$ cat src/design/sliding_window_rate_meter_core_macros.svh
// assertion macros for the sliding window rate meter
`ifndef SLIDING_WINDOW_RATE_METER_CORE_MACROS_SVH
`define SLIDING_WINDOW_RATE_METER_CORE_MACROS_SVH

`ifndef SYNTH

// same-cycle implication, sampled on clk_i, off during reset
`define SWRM_ASSERT_IMP(lbl, ante, cons, msg) \
  lbl: assert property (@(posedge clk_i) disable iff (!rst_ni) (ante) |-> (cons)) \
    else $error(msg);

// next-cycle implication, sampled on clk_i, off during reset
`define SWRM_ASSERT_NXT(lbl, ante, cons, msg) \
  lbl: assert property (@(posedge clk_i) disable iff (!rst_ni) (ante) |=> (cons)) \
    else $error(msg);

`else

`define SWRM_ASSERT_IMP(lbl, ante, cons, msg)

`define SWRM_ASSERT_NXT(lbl, ante, cons, msg)

`endif

`endif

$ cat src/design/swrm_pkg.sv
// shared types and constants of the sliding window rate meter
`timescale 1ns / 1ps
`default_nettype none

package swrm_pkg;

  localparam int unsigned OP_W         = 2;
  localparam int unsigned ELAPSED_W    = 16;
  localparam int unsigned BYTES_W      = 24;
  localparam int unsigned WINDOW_W     = 16;
  localparam int unsigned TIME_TOT_W   = 22;
  localparam int unsigned BYTES_TOT_W  = 30;
  localparam int unsigned RATE_W       = 38;

  localparam logic [WINDOW_W-1:0] WINDOW_RESET = 16'd2000;

  localparam int unsigned RING_DEPTH_DEF    = 64;
  localparam int unsigned FRACTION_BITS_DEF = 8;

  typedef enum logic [OP_W-1:0] {
    OP_MEASURE    = 2'd0,
    OP_START      = 2'd1,
    OP_INVALIDATE = 2'd2
  } op_e;

  typedef struct packed {
    logic [ELAPSED_W-1:0] time_ms;
    logic [BYTES_W-1:0]   bytes;
  } sample_t;

endpackage

`default_nettype wire

$ cat src/design/swrm_if.sv
// valid/ready channel interfaces for operation beats and result beats
`timescale 1ns / 1ps
`default_nettype none

interface swrm_in_if;
  import swrm_pkg::*;

  logic                 valid;
  logic                 ready;
  logic [OP_W-1:0]      operation;
  logic [ELAPSED_W-1:0] elapsed_ms;
  logic [BYTES_W-1:0]   byte_count;

  modport source (output valid, output operation, output elapsed_ms, output byte_count,
                  input ready);
  modport sink (input valid, input operation, input elapsed_ms, input byte_count,
                output ready);
endinterface

interface swrm_out_if;
  import swrm_pkg::*;

  logic                   valid;
  logic                   ready;
  logic [RATE_W-1:0]      rate_q8;
  logic [BYTES_TOT_W-1:0] window_bytes;
  logic [TIME_TOT_W-1:0]  window_time_ms;
  logic                   truncated;

  modport source (output valid, output rate_q8, output window_bytes,
                  output window_time_ms, output truncated, input ready);
  modport sink (input valid, input rate_q8, input window_bytes,
                input window_time_ms, input truncated, output ready);
endinterface

`default_nettype wire

$ cat src/design/swrm_ring.sv
// sample ring memory, one write port and one registered read port
`timescale 1ns / 1ps
`default_nettype none

module swrm_ring #(
  parameter int unsigned DEPTH = swrm_pkg::RING_DEPTH_DEF,
  parameter int unsigned IDX_W = $clog2(DEPTH)
) (
  input  wire logic               clk_i,
  input  wire logic               wr_en_i,
  input  wire logic [IDX_W-1:0]   wr_addr_i,
  input  wire swrm_pkg::sample_t  wr_data_i,
  input  wire logic               rd_en_i,
  input  wire logic [IDX_W-1:0]   rd_addr_i,
  output swrm_pkg::sample_t       rd_data_o
);
  import swrm_pkg::*;

  sample_t mem_q [DEPTH];
  sample_t rd_data_q;

  always_ff @(posedge clk_i) begin
    if (wr_en_i) begin
      mem_q[wr_addr_i] <= wr_data_i;
    end
  end

  always_ff @(posedge clk_i) begin
    if (rd_en_i) begin
      rd_data_q <= mem_q[rd_addr_i];
    end
  end

  assign rd_data_o = rd_data_q;

endmodule

`default_nettype wire

$ cat src/design/swrm_div.sv
// restoring divider, one quotient bit per cycle
`timescale 1ns / 1ps
`default_nettype none

module swrm_div #(
  parameter int unsigned NUM_W = 38,
  parameter int unsigned DEN_W = swrm_pkg::TIME_TOT_W
) (
  input  wire logic             clk_i,
  input  wire logic             rst_ni,
  input  wire logic             start_i,
  input  wire logic [NUM_W-1:0] num_i,
  input  wire logic [DEN_W-1:0] den_i,
  output logic                  done_o,
  output logic [NUM_W-1:0]      quot_o
);
  import swrm_pkg::*;

  localparam int unsigned CNT_W = $clog2(NUM_W + 1);

  logic [NUM_W-1:0] acc_q, acc_d;
  logic [DEN_W-1:0] rem_q, rem_d;
  logic [DEN_W-1:0] den_q;
  logic [CNT_W-1:0] cnt_q, cnt_d;
  logic             busy_q, busy_d;
  logic             done_q, done_d;
  logic [DEN_W:0]   rem_sh;
  logic [DEN_W:0]   rem_sub;
  logic             ge;

  // shift in the next dividend bit and try the subtraction
  assign rem_sh  = {rem_q, acc_q[NUM_W-1]};
  assign ge      = rem_sh >= {1'b0, den_q};
  assign rem_sub = rem_sh - {1'b0, den_q};

  always_comb begin
    acc_d  = acc_q;
    rem_d  = rem_q;
    cnt_d  = cnt_q;
    busy_d = busy_q;
    done_d = 1'b0;
    if (start_i) begin
      acc_d  = num_i;
      rem_d  = '0;
      cnt_d  = CNT_W'(NUM_W);
      busy_d = 1'b1;
    end else if (busy_q) begin
      acc_d = {acc_q[NUM_W-2:0], ge};
      rem_d = ge ? rem_sub[DEN_W-1:0] : rem_sh[DEN_W-1:0];
      cnt_d = cnt_q - CNT_W'(1);
      if (cnt_q == CNT_W'(1)) begin
        busy_d = 1'b0;
        done_d = 1'b1;
      end
    end
  end

  always_ff @(posedge clk_i or negedge rst_ni) begin
    if (!rst_ni) begin
      busy_q <= 1'b0;
      done_q <= 1'b0;
      cnt_q  <= '0;
    end else begin
      busy_q <= busy_d;
      done_q <= done_d;
      cnt_q  <= cnt_d;
    end
  end

  always_ff @(posedge clk_i) begin
    acc_q <= acc_d;
    rem_q <= rem_d;
    if (start_i) begin
      den_q <= den_i;
    end
  end

  assign done_o = done_q;
  assign quot_o = acc_q;

endmodule

`default_nettype wire

$ cat src/design/sliding_window_rate_meter_core.sv
// top level of the sliding window rate meter: control sequencer, totals and result register
`timescale 1ns / 1ps
`default_nettype none
`include "sliding_window_rate_meter_core_macros.svh"

// Sliding window throughput meter. One beat on in_i is one operation: start arms the
// meter, invalidate disarms it and empties the ring and totals, an armed measure with
// nonzero elapsed_ms appends an (elapsed_ms, byte_count) sample, evicts the oldest
// samples while the time total is above window_ms, and then, if the time total is not
// zero, returns one beat on out_o with the rate in bytes per ms (FRACTION_BITS
// fraction bits, truncated) and both totals. An unarmed measure only arms the meter.
// Samples live in a RING_DEPTH-entry synchronous ring memory; a measure on a full ring
// evicts the oldest first and flags truncated. Items are taken one at a time. In a
// measure, each eviction is a ring read plus a subtract, the full-ring read overlaps
// the accepting cycle, and the restoring divider yields one quotient bit per cycle.
// A result waits for a busy output register, and a finished result waits in the
// output register while the next operation is taken. The user must write window_ms
// through cfg_we_i/cfg_wdata_i only while idle; the block itself does not enforce it.
module sliding_window_rate_meter_core #(
  parameter int unsigned RING_DEPTH    = swrm_pkg::RING_DEPTH_DEF,
  parameter int unsigned FRACTION_BITS = swrm_pkg::FRACTION_BITS_DEF
) (
  input  wire logic                          clk_i,
  input  wire logic                          rst_ni,
  input  wire logic                          cfg_we_i,
  input  wire logic [swrm_pkg::WINDOW_W-1:0] cfg_wdata_i,
  swrm_in_if.sink                            in_i,
  swrm_out_if.source                         out_o
);
  import swrm_pkg::*;

  localparam int unsigned IDX_W = $clog2(RING_DEPTH);
  localparam int unsigned CNT_W = $clog2(RING_DEPTH + 1);
  localparam int unsigned SUM_W = CNT_W + 1;
  localparam int unsigned NUM_W = BYTES_TOT_W + FRACTION_BITS;

  // one-hot sequencer states
  typedef enum logic [6:0] {
    S_IDLE     = 7'b0000001,
    S_FULL_SUB = 7'b0000010,
    S_STORE    = 7'b0000100,
    S_EV_CHK   = 7'b0001000,
    S_EV_SUB   = 7'b0010000,
    S_DIV      = 7'b0100000,
    S_OUT      = 7'b1000000
  } state_e;

  state_e                 state_q, state_d;
  logic                   armed_q, armed_d;
  logic [IDX_W-1:0]       oldest_q, oldest_d;
  logic [CNT_W-1:0]       count_q, count_d;
  logic [TIME_TOT_W-1:0]  time_q, time_d;
  logic [BYTES_TOT_W-1:0] bytes_q, bytes_d;
  logic [WINDOW_W-1:0]    window_q;
  logic                   trunc_q, trunc_d;
  sample_t                sample_q;

  logic                   out_valid_q, out_valid_d;
  logic [RATE_W-1:0]      out_rate_q;
  logic [BYTES_TOT_W-1:0] out_bytes_q;
  logic [TIME_TOT_W-1:0]  out_time_q;
  logic                   out_trunc_q;
  logic                   load_out;

  logic                   in_acc;
  logic                   ring_full;
  logic                   take_sample;
  logic                   evict;
  logic [IDX_W-1:0]       oldest_nx;
  logic [SUM_W-1:0]       slot_sum;
  logic [IDX_W-1:0]       slot;

  logic                   rd_en;
  logic                   wr_en;
  sample_t                rd_data;

  logic                   div_start;
  logic                   div_done;
  logic [NUM_W-1:0]       div_num;
  logic [NUM_W-1:0]       div_quot;

  assign in_i.ready = (state_q == S_IDLE);
  assign in_acc     = in_i.valid && in_i.ready;
  assign ring_full  = (count_q == CNT_W'(RING_DEPTH));

  // a measure that really stores a sample
  assign take_sample = in_acc && (in_i.operation == OP_MEASURE) && armed_q &&
                       (in_i.elapsed_ms != '0);

  // keep evicting while the window is overrun and samples remain
  assign evict = (time_q > TIME_TOT_W'(window_q)) && (count_q != '0);

  assign oldest_nx = (oldest_q == IDX_W'(RING_DEPTH - 1)) ? '0 : oldest_q + IDX_W'(1);

  // write slot is oldest + count folded once into the ring
  assign slot_sum = SUM_W'(oldest_q) + SUM_W'(count_q);
  assign slot     = (slot_sum >= SUM_W'(RING_DEPTH)) ?
                    IDX_W'(slot_sum - SUM_W'(RING_DEPTH)) : IDX_W'(slot_sum);

  // ring reads always target the oldest sample, consumed in the next state
  assign rd_en = (take_sample && ring_full) || ((state_q == S_EV_CHK) && evict);
  assign wr_en = (state_q == S_STORE);

  assign div_num   = NUM_W'(bytes_q) << FRACTION_BITS;
  assign div_start = (state_q == S_EV_CHK) && !evict && (time_q != '0);

  assign load_out = (state_q == S_OUT) && (!out_valid_q || out_o.ready);

  always_comb begin
    state_d  = state_q;
    armed_d  = armed_q;
    oldest_d = oldest_q;
    count_d  = count_q;
    time_d   = time_q;
    bytes_d  = bytes_q;
    trunc_d  = trunc_q;
    case (state_q)
      S_IDLE: begin
        if (in_acc) begin
          case (in_i.operation)
            OP_START: begin
              armed_d = 1'b1;
            end
            OP_INVALIDATE: begin
              armed_d  = 1'b0;
              oldest_d = '0;
              count_d  = '0;
              time_d   = '0;
              bytes_d  = '0;
            end
            OP_MEASURE: begin
              if (!armed_q) begin
                armed_d = 1'b1;
              end else if (take_sample) begin
                trunc_d = ring_full;
                state_d = ring_full ? S_FULL_SUB : S_STORE;
              end
            end
            default: begin
            end
          endcase
        end
      end
      S_FULL_SUB: begin
        // ring full: retire the oldest before storing
        time_d   = time_q - TIME_TOT_W'(rd_data.time_ms);
        bytes_d  = bytes_q - BYTES_TOT_W'(rd_data.bytes);
        oldest_d = oldest_nx;
        count_d  = count_q - CNT_W'(1);
        state_d  = S_STORE;
      end
      S_STORE: begin
        time_d  = time_q + TIME_TOT_W'(sample_q.time_ms);
        bytes_d = bytes_q + BYTES_TOT_W'(sample_q.bytes);
        count_d = count_q + CNT_W'(1);
        state_d = S_EV_CHK;
      end
      S_EV_CHK: begin
        if (evict) begin
          state_d = S_EV_SUB;
        end else if (time_q != '0) begin
          state_d = S_DIV;
        end else begin
          state_d = S_IDLE;
        end
      end
      S_EV_SUB: begin
        time_d   = time_q - TIME_TOT_W'(rd_data.time_ms);
        bytes_d  = bytes_q - BYTES_TOT_W'(rd_data.bytes);
        oldest_d = oldest_nx;
        count_d  = count_q - CNT_W'(1);
        state_d  = S_EV_CHK;
      end
      S_DIV: begin
        if (div_done) begin
          state_d = S_OUT;
        end
      end
      S_OUT: begin
        if (load_out) begin
          state_d = S_IDLE;
        end
      end
      default: begin
        state_d = S_IDLE;
      end
    endcase
  end

  // output register holds a result until the sink takes the beat
  always_comb begin
    out_valid_d = out_valid_q;
    if (out_valid_q && out_o.ready) begin
      out_valid_d = 1'b0;
    end
    if (load_out) begin
      out_valid_d = 1'b1;
    end
  end

  always_ff @(posedge clk_i or negedge rst_ni) begin
    if (!rst_ni) begin
      state_q     <= S_IDLE;
      armed_q     <= 1'b0;
      oldest_q    <= '0;
      count_q     <= '0;
      time_q      <= '0;
      bytes_q     <= '0;
      trunc_q     <= 1'b0;
      window_q    <= WINDOW_RESET;
      out_valid_q <= 1'b0;
    end else begin
      state_q     <= state_d;
      armed_q     <= armed_d;
      oldest_q    <= oldest_d;
      count_q     <= count_d;
      time_q      <= time_d;
      bytes_q     <= bytes_d;
      trunc_q     <= trunc_d;
      out_valid_q <= out_valid_d;
      if (cfg_we_i) begin
        window_q <= cfg_wdata_i;
      end
    end
  end

  // payload registers
  always_ff @(posedge clk_i) begin
    if (take_sample) begin
      sample_q.time_ms <= in_i.elapsed_ms;
      sample_q.bytes   <= in_i.byte_count;
    end
    if (load_out) begin
      out_rate_q  <= RATE_W'(div_quot);
      out_bytes_q <= bytes_q;
      out_time_q  <= time_q;
      out_trunc_q <= trunc_q;
    end
  end

  swrm_ring #(
    .DEPTH (RING_DEPTH),
    .IDX_W (IDX_W)
  ) u_ring (
    .clk_i     (clk_i),
    .wr_en_i   (wr_en),
    .wr_addr_i (slot),
    .wr_data_i (sample_q),
    .rd_en_i   (rd_en),
    .rd_addr_i (oldest_q),
    .rd_data_o (rd_data)
  );

  swrm_div #(
    .NUM_W (NUM_W),
    .DEN_W (TIME_TOT_W)
  ) u_div (
    .clk_i   (clk_i),
    .rst_ni  (rst_ni),
    .start_i (div_start),
    .num_i   (div_num),
    .den_i   (time_q),
    .done_o  (div_done),
    .quot_o  (div_quot)
  );

  assign out_o.valid          = out_valid_q;
  assign out_o.rate_q8        = out_rate_q;
  assign out_o.window_bytes   = out_bytes_q;
  assign out_o.window_time_ms = out_time_q;
  assign out_o.truncated      = out_trunc_q;

  // sample count never runs past the ring
  `SWRM_ASSERT_IMP(a_count_bound, 1'b1, count_q <= CNT_W'(RING_DEPTH), "sample count over ring depth")

  // a loaded result always has time inside the window and nonzero
  `SWRM_ASSERT_IMP(a_result_in_window, load_out, (time_q != '0) && (time_q <= TIME_TOT_W'(window_q)), "result time outside window")

  // invalidate empties the ring and totals
  `SWRM_ASSERT_NXT(a_invalidate_clears, in_acc && (in_i.operation == OP_INVALIDATE), (count_q == '0) && (time_q == '0) && (bytes_q == '0) && !armed_q, "invalidate left state behind")

  // the divider finishes only while the sequencer waits on it
  `SWRM_ASSERT_IMP(a_div_done_state, div_done, state_q == S_DIV, "divider done outside divide state")

endmodule

`default_nettype wire

$ cat src/flat_wrapper.sv
// flat-port wrapper written by rule: the top's interface ports become plain ports
module sliding_window_rate_meter_core_flat import swrm_pkg::*;
#(
  parameter int unsigned RING_DEPTH    = swrm_pkg::RING_DEPTH_DEF,
  parameter int unsigned FRACTION_BITS = swrm_pkg::FRACTION_BITS_DEF
)
  (clk_i, rst_ni, cfg_we_i, cfg_wdata_i, in_i_valid, in_i_operation, in_i_elapsed_ms, in_i_byte_count, in_i_ready, out_o_valid, out_o_rate_q8, out_o_window_bytes, out_o_window_time_ms, out_o_truncated, out_o_ready);
  swrm_in_if in_i_i ();
  swrm_out_if out_o_i ();
  input  wire logic clk_i;
  input  wire logic rst_ni;
  input  wire logic cfg_we_i;
  input  wire logic [swrm_pkg::WINDOW_W-1:0] cfg_wdata_i;
  input wire logic [$bits(in_i_i.valid)-1:0] in_i_valid;
  input wire logic [$bits(in_i_i.operation)-1:0] in_i_operation;
  input wire logic [$bits(in_i_i.elapsed_ms)-1:0] in_i_elapsed_ms;
  input wire logic [$bits(in_i_i.byte_count)-1:0] in_i_byte_count;
  output wire logic [$bits(in_i_i.ready)-1:0] in_i_ready;
  output wire logic [$bits(out_o_i.valid)-1:0] out_o_valid;
  output wire logic [$bits(out_o_i.rate_q8)-1:0] out_o_rate_q8;
  output wire logic [$bits(out_o_i.window_bytes)-1:0] out_o_window_bytes;
  output wire logic [$bits(out_o_i.window_time_ms)-1:0] out_o_window_time_ms;
  output wire logic [$bits(out_o_i.truncated)-1:0] out_o_truncated;
  input wire logic [$bits(out_o_i.ready)-1:0] out_o_ready;
  assign in_i_i.valid = in_i_valid;
  assign in_i_i.operation = in_i_operation;
  assign in_i_i.elapsed_ms = in_i_elapsed_ms;
  assign in_i_i.byte_count = in_i_byte_count;
  assign in_i_ready = in_i_i.ready;
  assign out_o_valid = out_o_i.valid;
  assign out_o_rate_q8 = out_o_i.rate_q8;
  assign out_o_window_bytes = out_o_i.window_bytes;
  assign out_o_window_time_ms = out_o_i.window_time_ms;
  assign out_o_truncated = out_o_i.truncated;
  assign out_o_i.ready = out_o_ready;
  sliding_window_rate_meter_core #(.RING_DEPTH(RING_DEPTH), .FRACTION_BITS(FRACTION_BITS)) u_core (.clk_i(clk_i), .rst_ni(rst_ni), .cfg_we_i(cfg_we_i), .cfg_wdata_i(cfg_wdata_i), .in_i(in_i_i), .out_o(out_o_i));
endmodule
$ cat config.mk
export PLATFORM = sky130hd
export DESIGN_NAME = sliding_window_rate_meter_core_flat
export DESIGN_NICKNAME = d
export VERILOG_FILES = /design/src/design/swrm_pkg.sv /design/src/design/swrm_if.sv /design/src/design/swrm_ring.sv /design/src/design/swrm_div.sv /design/src/design/sliding_window_rate_meter_core.sv /design/src/flat_wrapper.sv
export VERILOG_INCLUDE_DIRS = /design/src /design/src/design
export SDC_FILE = /design/constraint.sdc
export NUM_CORES = 2
export LEC_CHECK = 0
export BUFFER_PORTS_ARGS = -buffer_cell sky130_fd_sc_hd__buf_2
export CORE_AREA = 2 2 585 587
export DETAILED_ROUTE_END_ITERATION = 12
export DIE_AREA = 0 0 587 589
export SYNTH_ARGS = -nofsm -noshare
export SYNTH_HDL_FRONTEND = slang
export SYNTH_SLANG_ARGS = --single-unit
$ cat constraint.sdc
create_clock -name clk_i -period 7.59 [get_ports clk_i]
set_clock_uncertainty 0.05 [all_clocks]
set_input_delay 1.8975 -clock clk_i [delete_from_list [all_inputs] [get_ports clk_i]]
set_output_delay 1.8975 -clock clk_i [all_outputs]
set_load 0.01 [all_outputs]
# After elaboration in Yosys (flattened, before gate mapping)
# Memories as Yosys holds them, arrays and structs flattened. A register that Yosys moved wholly into a read port is not among the register bits.
# Cells that the tools add are included.
[totals]
reg_bits = 312
input_bits = 63
n_memories = 1
word_cells = 128
ramBits = 2560
output_inout_bits = 93
[op_classes]
addsub = 11
mux = 40
reduce_logical = 32
n_lt_le_gt_ge = 3
eq_ne = 19
[memory_table]
columns = ["name", "words", "word_bits", "read_ports", "rd_clocked_by_memory_dff", "write_ports", "line_no", "rtl"]
rows = [
  ["u_core.u_ring.mem_q", 64, 40, 1, 1, 1, "swrm_ring.sv:19", "sample_t mem_q [DEPTH];"],
]
[op_table]
columns = ["operator", "count"]
rows = [
  ["30-bit case mux with 3 select lines", 1],
  ["38-bit 2-to-1 mux", 2],
  ["22-bit 2-to-1 mux", 3],
  ["22-bit case mux with 3 select lines", 1],
  ["7-bit 2-to-1 mux", 9],
  ["30-bit 2-to-1 mux", 2],
  ["6-bit 2-to-1 mux", 7],
  ["7-bit case mux with 6 select lines", 1],
  ["30-bit by 24-bit adder with 30-bit output", 1],
  ["30-bit by 24-bit subtractor with 30-bit output", 1],
  ["23-bit by 22-bit greater-or-equal comparator with 1-bit output", 1],
  ["22-bit by 16-bit adder with 22-bit output", 1],
  ["22-bit by 16-bit greater-than comparator with 1-bit output", 1],
  ["22-bit nonzero test", 1],
  ["22-bit by 16-bit subtractor with 22-bit output", 1],
  ["22-bit subtractor", 1],
  ["7-bit case mux with 3 select lines", 1],
  ["16-bit nonzero test", 1],
  ["7-bit == test, second input constant", 2],
  ["2-bit inequality test, second input constant", 6],
  ["6-bit case mux with 2 select lines", 1],
  ["6-bit by 1-bit subtractor with 6-bit output, second input constant", 2],
  ["1-bit logical AND", 11],
  ["1-bit 2-to-1 mux", 10],
  ["other kinds (28)", 37],
]

# Depth between registers and ports, before layout
[logic_depth]
word_depth = 10
depth_mapped = 21
ltp_nobuf = 21

# Cells and area by module
# Synthesis repeated with hierarchy kept, for this count alone.
[hier_totals]
cells_unflattened = 5729
hier_area_um2 = 114984.0
[modules_own_cells]
columns = ["mod", "seq_area_each_um2", "area_each_um2", "cells_per_inst", "instances"]
rows = [
  ["swrm_ring", 78074.9, 98236.7, 4195, 1],
  ["sliding_window_rate_meter_core", 6219.7, 11865.1, 1093, 1],
  ["swrm_div", 2442.3, 4882.2, 441, 1],
]

# Least setup slack after synthesis
# Ideal clock, no wire load.
[synth_path]
path_kind = "input to register"
startpoint = "input out_o_ready"
endpoint = "register u_core.out_rate_q[0] (netlist: u_core.out_o.rate_q8[0]) (enable)"
arrival_time_ns = 8.127
stages = 2
path_buffers = 0
setup_slack_ns = -1.239
setup_time_ns = 0.652
cell_sequence = "nor2b_1 nor3_1"
[synth_between]
elab_chain_len = 2
[synth_rtl]
columns = ["item", "line_no", "rtl"]
rows = [
  ["start, declared", "flat_wrapper.sv:24", "input wire logic [$bits(out_o_i.ready)-1:0] out_o_ready;"],
  ["1-bit logical OR", "sliding_window_rate_meter_core.sv:107", "assign load_out = (state_q == S_OUT) && (!out_valid_q || out_o.ready);"],
  ["1-bit logical AND", "sliding_window_rate_meter_core.sv:107", ""],
  ["via u_core.load_out", "sliding_window_rate_meter_core.sv:63", "logic load_out;"],
  ["end signal, assigned", "sliding_window_rate_meter_core.sv:234", "out_rate_q <= RATE_W'(div_quot);"],
  ["end, declared", "sliding_window_rate_meter_core.sv:59", "logic [RATE_W-1:0] out_rate_q;"],
]
# The timed path passes the listed nets, and every way through them passes these cells.
# A chain may end at the register's enable or synchronous reset.

# Worst setup path after layout
[layout_path]
startpoint = "register u_core.sample_q[2] (netlist bit)"
endpoint = "register u_core.bytes_q[29]"
[layout_between]
elab_chain_len = 2
[layout_rtl]
columns = ["item", "line_no", "rtl"]
rows = [
  ["start, declared", "sliding_window_rate_meter_core.sv:56", "sample_t sample_q;"],
  ["30-bit by 24-bit adder with 30-bit output", "sliding_window_rate_meter_core.sv:154", "bytes_d = bytes_q + BYTES_TOT_W'(sample_q.bytes);"],
  ["30-bit case mux with 3 select lines", "sliding_window_rate_meter_core.sv:117", "case (state_q)"],
  ["end signal, assigned", "sliding_window_rate_meter_core.sv:218", "bytes_q <= bytes_d;"],
  ["end, declared", "sliding_window_rate_meter_core.sv:53", "logic [BYTES_TOT_W-1:0] bytes_q, bytes_d;"],
]
# No other way between the ends.

==> summary.md <==
| Metric | Value |
|---|---|
| First-pass GRT wire length | 430,000 um |
| Max-slew violations | 0 |
| Post-Synth Simple-Gate Area | 0.0257 |
| Final worst slack | about 2400 ps |
| Final setup TNS | 0 ps |
| Root buf cell | clkbuf_16 |
| Clk sinks | 2,912 |
| Post-synth ARST share | 0.0340 |
| Post-synthesis register bit count | approximately 2,900 |
| Share of layout cells above drive strength 1 | 0.255 |
| Post-synthesis instance total | roughly 5,600 |
| Clk_lat worst skew | ~860 ps |
| Reg clk slew, reported paths | ~60 ps |
| Slew @ Worst Pin | roughly 1200 ps |
| Vias per cell | approximately 5.4 |
| Worst min path class | reg -> reg |
| Part of the power in registers | 0.535 |
| Post-Syn Area | about 120,000 um2 |
| Drt first pass iters | 5 |
| Switch share | 0.210 |
| Comb pwr share | 0.038 |
| Post-route cell area | roughly 130,000 um2 |
| Layout Utilization | 0.389 |
| Die height | ~590 um |
| Yosys warning count | 0 |
| Dpl ws | roughly 2500 ps |
| # Max-Cap Violations | 0 |
| Vias in the first global route | between 50,000 and 60,000 |
| Fin crit period | just over 5000 ps |
| Port-buffer cells | approximately 160 |
| Fin. Hold Viols | 0 |
| Top-Level Pins | ~160 |
| Initial DRC count | approximately 6,400 |
| Fmax | between 0.15 and 0.2 GHz |
| CTS tree | built |
| Critical Path Fanout Max | 68 |
| Core footprint | between 300,000 and 400,000 um2 |
| Post-CTS Setup Inserts | 0 |
| RSZ-0062 raised after global routing | no |
| DIE AREA | about 350,000 um2 |
| Post-route DRC | 0 |
| Syn nets | between 5,000 and 6,000 |
| Net Sw Power | between 6 and 7 mW |
| FF-to-FF Start | u_core.sample_q[2] |
| WHS Endpoint | u_core.out_o.rate_q8[31] |
| Fin Hold WS | a little over 400 ps |
| Gr ovfl total | 0 |
| CTS Buf Count | ~290 |
| Yosys top cell by area | edfxtp_1 |
| Worst R2R Path Depth | 21 |
| Yosys top cell area share | 0.726 |
| Power Density | 252 nW/um2 |
| Dpl hpwl | 175,000 um |
| Leak | roughly 40 nW |
| Worst EP arrival | between 5000 and 6000 ps |
| CTS max path bufs | 4 |
| Cell Rows | 214 |
| CP startpoint kind | flop |
| H-tree levels | 5 |
| Hold Path Stages | 0 |
| Most used flip-flop cell after synthesis | edfxtp_1 |
| Crit share post-route | 0.682 |
| Setup violations, final | 0 |
| Routed WL | approximately 300,000 um |
| Synth cell types | between 80 and 90 |
| CP endpoint kind | flop |
| Area post-placement | ~120,000 um2 |
| Critical path data required time | slightly above 8000 ps |
| Vias after detailed routing | between 50,000 and 60,000 |
| Chip width | ~590 um |
| Worst VDD drop | roughly 0.19 mV |
| Starting Density | 0.340 |
| Main combinational cell family by area after synthesis | multiplexers |
| Top post-synthesis cells by area | edfxtp_1 73%, mux4_2 14%, dfrtp_1 2.0%, mux2i_1 1.7%, ha_1 1.1% |
| Nets | a little over 6,000 |
| Internal power | approximately 26 mW |
| Detail Route Antenna Nets | 0 |
| Hold-fix buffers, CTS | 0 |
| Compound-cell area share of the yosys netlist | 0.0333 |
| DR WL/cell | 27.8 um |
| Outcome | completed |
| Mux cell area share after synthesis | 0.157 |
| Reg-to-Reg End | u_core.bytes_q[29] |
| Number of synthesized flops with an enable pin | approximately 2,800 |
| Initial antenna violation count | 20 |
| Clock power frac | 0.428 |
| Crit Path Class | reg -> reg |
| Min-delay src | u_core.u_div.quot_o[31] |
| Slew margin rel. | 0.210 |
| P&R area growth vs syn | 14.5% |
| Largest net degree at the start of global routing | approximately 110 |
| Total global-route track usage | 0.170 |
| Gpl congestion | around 0.86 |
| Resize count post-CTS | 0 |
| Post-Synth Adder-Cell Area | 0.0121 |
| R2r setup slk | 2420 ps |
| Syn_area_per_cell | 20.5 um2 |
| Xor/xnor share of the synthesized area | 0.00814 |
| Seq/Total Area, Yosys | 0.753 |
cell usage in the layout (no fill, tap or decap), types with 65 or more instances in the layout:
cell type and instances:
clkbuf_16 302, mux2i_1 191, o21ai_0 125, o221ai_1 67, a21oi_1 114, buf_2 154, buf_4 169, mux4_2 715
nand2_1 255, edfxtp_1 2783, nor2_1 135, dfrtp_1 86, inv_1 67, ha_1 103, nor2_4 65
power groups by stage:
| stage | logic, mW | registers (mW) | clock network, mW |
|---|---|---|---|
| global route | 1.38 | 17.7 | 15.1 |
| floorplan | 0.836 | 18.1 | 0 |
| finish | 1.25 | 17.7 | 14.2 |
| CTS | 1.25 | 17.7 | 14.4 |
| detailed placement | 1.25 | 18.1 | 0 |
| global placement | 1.21 | 18.1 | 0 |
metrics by stage:
| step | instances | total power [mW] |
|---|---|---|
| global placement | 10200 | 19.3 |
| global route | 10700 | 34.2 |
| CTS | 10700 | 33.4 |
| floorplan | 5611 | 18.9 |
| finish | 10700 | 33.2 |
| detailed placement | 10200 | 19.3 |
per-layer routing:
metal / part of all wire / track usage
met2: 0.49 / 0.280
met1: 0.42 / 0.236
met3: 0.070 / 0.0266
met4: 0.023 / 0.0409
met5: 0 / 0
registers in the layout, summed over array words and instances, names as in the netlist, 30 cells and up:
name,cells
u_core.bytes_q,30
u_core.out_o.rate_q8,38
u_core.out_o.window_bytes,30
u_core.sample_q,40
u_core.u_div.quot_o,38
u_core.u_ring.mem_q,2560
u_core.u_ring.rd_data_o,40
worst max-delay path: stages (launching register included):
cell	delay, ps
edfxtp_1	360
buf_4	310
nor4_1	520
nand2_1	130
or2_2	340
or3_1	390
inv_1	110
nand3b_1	160
nor2_1	160
xor2_1	100
nand2_1	100
o21ai_1	80
ha_1	390
nand3_1	160
nor3_1	450
nand2_1	100
a2bb2oi_1	140
o21a_1	140
a211o_1	310
mux2i_1	200
a31oi_1	100
o31a_1	240
cell usage after synthesis (7+ instances only):
cell type and number:
a211oi_1 17, a211oi_2 16, a21o_1 39, a21oi_1 114, a22o_1 12, a31oi_1 21
and3_1 12, buf_1 61, buf_2 34, clkbuf_1 167, dfrtp_1 92, dfstp_2 7
dfxtp_1 30, edfxtp_1 2783, ha_1 103, inv_1 69, mux2i_1 191, mux4_2 715
nand2_1 257, nand2b_1 22, nand3_1 32, nand4_1 12, nor2_1 200, nor2b_1 24
nor3_1 34, nor4_1 23, o21a_1 10, o21ai_0 125, o21ai_1 55, o21bai_1 11
o221ai_1 67, o22ai_1 35, o31ai_1 8, xnor2_1 51, xor2_1 56
cell families after synthesis:
| family | count (synthesis) |
|---|---|
| flops | 2912 |
| mux | 907 |
| simple gates | 661 |
| compound gates | 579 |
| buf+inv | 337 |
| fa+ha+maj | 108 |
| xor+xnor | 107 |
cell type report:
cell class,count,area (um2)
tap,4536,5680
antenna,10,25.0
clock inverter,167,1490
inverter,71,275
sequential,2912,86700
fill,30200,207000
multi-input combinational,2362,27700
timing repair buffer,335,2280
clock buffer,348,7740
worst max-delay path by stage:
stage                             startpoint                      end  slack [ps]  cells after the start
after floorplan                  out_o_ready  u_core.out_o.rate_q8[0]        1530                      2
after global placement    u_core.sample_q[2]       u_core.bytes_q[29]        2340                     21
after detailed placement  u_core.sample_q[2]       u_core.bytes_q[29]        2490                     21
after CTS                 u_core.sample_q[2]       u_core.bytes_q[29]        2440                     21
after global routing      u_core.sample_q[2]       u_core.bytes_q[29]        1830                     21
final                     u_core.sample_q[2]       u_core.bytes_q[29]        2420                     21
Note: power is estimated with default switching activity, not from simulation.
